File: config.mk
export PLATFORM = sky130hd
export DESIGN_NAME = kvt_ram
export DESIGN_NICKNAME = d
export VERILOG_FILES = /design/src/design/kvt_ram.sv
export SDC_FILE = /design/constraint.sdc
export NUM_CORES = 2
export LEC_CHECK = 0
export ABC_AREA = 0
export BUFFER_PORTS_ARGS = -buffer_cell sky130_fd_sc_hd__buf_4
export CAP_MARGIN = 20
export CORE_UTILIZATION = 50
export CTS_BUF_LIST = sky130_fd_sc_hd__clkbuf_16
export DETAILED_ROUTE_END_ITERATION = 8
export GPL_TIMING_DRIVEN = 0
export PLACE_DENSITY = 0.68
export SETUP_SLACK_MARGIN = 0.15
export SLEW_MARGIN = 20
export SYNTH_ARGS = -nofsm -noshare
export SYNTH_HDL_FRONTEND = slang
export SYNTH_SLANG_ARGS = --single-unit
File: constraint.sdc
create_clock -name clock -period 6.1 [get_ports clock]
set_clock_uncertainty 0.1 [all_clocks]
set_input_delay 0.61 -clock clock [delete_from_list [all_inputs] [get_ports clock]]
set_output_delay 0.61 -clock clock [all_outputs]
set_load 0.01 [all_outputs]
File: src/design/kvt_ram.sv
// ----------------------------------------------------------------------------
// kvt_ram
// Generic single-port-write, single-port-read RAM with registered read data.
// ----------------------------------------------------------------------------
module kvt_ram #(
   parameter int Width = 64,
   parameter int Depth = 64
) (
   input  logic                     clock,
   input  logic                     we,
   input  logic [$clog2(Depth)-1:0] waddr,
   input  logic [Width-1:0]         wdata,
   input  logic [$clog2(Depth)-1:0] raddr,
   output logic [Width-1:0]         rdata
);

   logic [Width-1:0] mem_ff [Depth];
   logic [Width-1:0] rdata_ff;

   // Write port and registered read port
   always_ff @(posedge clock) begin
      if (we) begin
         mem_ff[waddr] <= wdata;
      end
      rdata_ff <= mem_ff[raddr];
   end

   assign rdata = rdata_ff;

endmodule

# Word level (Yosys, flattened, before mapping)
# Memories as Yosys holds them, arrays and structs flattened. A register that Yosys moved wholly into a read port is not among the register bits.
# Cells that the tools add are included.
# word_totals
output_inout_bits,64
mem_bits_rw,4096
elab_cells,3
register_bits,0
n_memories,1
# op_classes
muxes,2
# mem_list
name,depth,word_bits,rd,rd_ports_with_merged_regs,write_ports,line,source
mem_ff,64,64,1,1,1,17,logic [Width-1:0] mem_ff [Depth];
# ops
op,n
1-bit two-way mux,2

# Depth between registers and ports, before layout
# logic_depth
depth_word,2
depth_mapped,9
mapped_depth_nobuf,5

# Least setup slack after synthesis
# No wires, ideal clock.
# synth_path
path_kind,in2reg
from,in waddr[3]
to,mem mem_ff[48][0] (enable)
slack_ns,-0.046
arrival_ns,5.482
n_path_buf,1
path_stages,4
t_required_ns,5.436
cell_sequence,clkbuf_1 -> nor2b_1 -> nand4b_1 -> nor3_1
# synth_rtl
item,line,source
start: declaration,11,"input logic [$clog2(Depth)-1:0] waddr,"
end: declaration,17,
# Straight into the memory's write port.

==> impl_metrics.ini <==
[critical_path]
r2r_slack_ns = 3.19
path_class = in -> reg
end_kind = flip-flop
startpoint_type = input pin
required_ns = 6.71
arrival_ns = 4.57
r2r_cells = 5
cp_max_fo = 10
r2r-end = rdata[30]
rr_startpoint = mem_ff[13][30]

[run]
cap_viol_max_count = 0

[floorplan]
die_y_um = 561.2
die_x_um = 561.2
io_pins = 142
rows = 204
dieArea_um2 = 314900
start_util_pct = 50.46
core_um2 = 309900

[route]
dr_total_vias = 76804
drt-total-wl_um = 420800
drcViolationCount = 0
ant_nets = 0
dr.pass1.iters = 6
drtIter0Drc = 11362
wl_per_cell_um = 35.53
viasPerCell = 6.485

[placed_design]
dpl.cell_count = 11091
dp_hpwl_um = 281400
gp_congestion = 0.8456
io_buffer_count = 133

[timing]
worstMarginPinSlew_ns = 1.204
finalSetupTns_ns = 0
period_needed_ns = 3.962
fmax_mhz = 252.4
min_period_over_period_pct = 64.96
slew_headroom_pct = 19.28
hold_viol = 0
rsz0062_at_grt = false
slew_violations = 0
setup_violations = 0

[grt]
grt-ovfl-total = 0
antenna_found_initial = 38
grt_start_max_net_pins = 65
groute.usage.overall_pct = 26.73
grt_pass1_wl_um = 588100
first_global_vias = 77113

[worst_hold_path]
hold-path-endpoint = mem_ff[31][41]
hold_depth = 1
hold_path_class = in -> reg
worstHoldStart = wdata[41]

[power]
power.density_nw_per_um2 = 328.7
irDropWorstVdd_uv = 354.8
p_leak_nw = 57.17

[logic_synthesis]
ys_warn_count = 0
syn-instance-count = 6598
ys_async_sr_fraction_pct = 0
synthFlopType = edfxtp_1
synth_edf_count = 4096
yosysUniqueCellTypes = 33
ys_seq_area_share_pct = 79.49
synth_nets = 6676
syn_avg_cell_area_um2 = 23.70
synth_area_um2 = 156300
ys_ff_latch = 4160

[clock_network]
cts_sinks = 4160
max-clock-path-buffers = 4
cts_root_buf = clkbuf_16
clk_pin_slew_ns = 0.06
htree_levels = 5
clk-insertion-delay-late_ns = 0.92
cts_tree = yes
holdBufCountCts = 0
cts_resized = 0
post_cts_buffers = 0
numCtsBuffers = 407

[finish]
nFillCells = 21407
drive_above_1_share_pct = 29.79
layout_commonest_cell = edfxtp_1
final_cell_count_no_fill = 11844
final_nets = 7458
syn_to_final_growth_pct = 16.11
final_cell_mix = edfxtp_1 (4096), mux4_2 (1024), clkbuf_16 (416)

[outcome]
outcome = complete, no violations
==> metrics by stage <==
step                utilization, %  hold slack, ns  setup slack, ns  power (mW)  area (um2)
floorplan                        -          0.6089            1.360       33.82      156400
global placement             52.45          0.8172           -2.527       35.28      162500
detailed placement           54.31          0.8096            1.275       35.42      168300
CTS                          58.55         0.07882            2.225       59.83      181400
global route                 58.57          0.1373            2.141       61.06      181500
finish                       58.58          0.1264            2.138       59.66      181500
==> layer usage <==
metal / vias to the layer above / wire length (um) / global-route usage, %
met5: - / 140 / 0
met4: 14 / 18190 / 10.81
met3: 839 / 48760 / 6.156
met2: 4935 / 201700 / 42.58
met1: 40902 / 152000 / 35.99
li1: 30114 / - / -
==> power by group <==
| part | leakage [nW] | switching, mW | internal (mW) |
|---|---|---|---|
| sequential | 37.4 | 0.0633 | 31.6 |
| clock | 6.72 | 10.5 | 14.3 |
| combinational | 13.1 | 2.07 | 1.08 |
| total | 57.2 | 12.7 | 47.0 |
==> final cells by class <==
cell class | instances | area (um2) | share of cell area (%)
plain buffers | 370 | 1784 | 0.9829
multi-input cells | 2049 | 30810 | 16.97
inverters | 19 | 71.32 | 0.03929
clock inverters | 318 | 2738 | 1.508
diodes | 19 | 47.55 | 0.02619
well taps | 4120 | 5155 | 2.840
flip-flops and latches | 4160 | 124300 | 68.46
clock buffers | 416 | 10410 | 5.735
repair buffers | 373 | 6238 | 3.437
==> worst max-delay path by stage <==
| stage | start | endpoint | cells past startpoint |
|---|---|---|---|
| after floorplan | waddr[5] | mem_ff[39][0] | 4 |
| after global placement | waddr[2] | mem_ff[21][25] | 4 |
| after detailed placement | raddr[0] | rdata[33] | 8 |
| after CTS | raddr[0] | rdata[33] | 8 |
| after global routing | raddr[2] | rdata[6] | 9 |
| final | raddr[0] | rdata[15] | 8 |
==> critical path, cell delays in order <==
cell	delay (ns)
buf_4	0.26
buf_2	0.72
buf_2	0.62
mux4_2	0.57
mux2i_1	0.25
o22ai_1	0.27
a31oi_1	0.93
a211oi_1	0.29
==> synthesized netlist by cell type (29+ instances only) <==
cell type | n | area share [%]
clkbuf_1 | 140 | 0.34
buf_4 | 34 | 0.16
and3_1 | 64 | 0.26
nor2_1 | 112 | 0.27
o22ai_1 | 83 | 0.33
o221ai_1 | 38 | 0.21
buf_2 | 170 | 0.54
a22o_1 | 88 | 0.49
edfxtp_1 | 4096 | 79
a211oi_1 | 63 | 0.30
mux2i_1 | 135 | 0.86
a22oi_1 | 168 | 0.81
mux4_2 | 1024 | 15
nand2_1 | 58 | 0.14
nand3_1 | 45 | 0.14
dfxtp_1 | 64 | 0.82
or3_1 | 29 | 0.12
==> sequential cells by signal (all words and copies together), names as in the netlist <==
register  cells
mem_ff     4096
rdata        64
==> kinds of logic (layout without fill, tap and decap cells) <==
| kind of cell | after synthesis | in the layout | synth area share [%] |
|---|---|---|---|
| compound gates | 504 | 504 | 2.477 |
| buf+inv | 389 | 1496 | 1.180 |
| flops | 4160 | 4160 | 79.49 |
| mux | 1159 | 1159 | 15.61 |
| other cells | 0 | 19 | 0 |
| simple gates | 386 | 386 | 1.240 |
(Power assumes the default switching activity.)
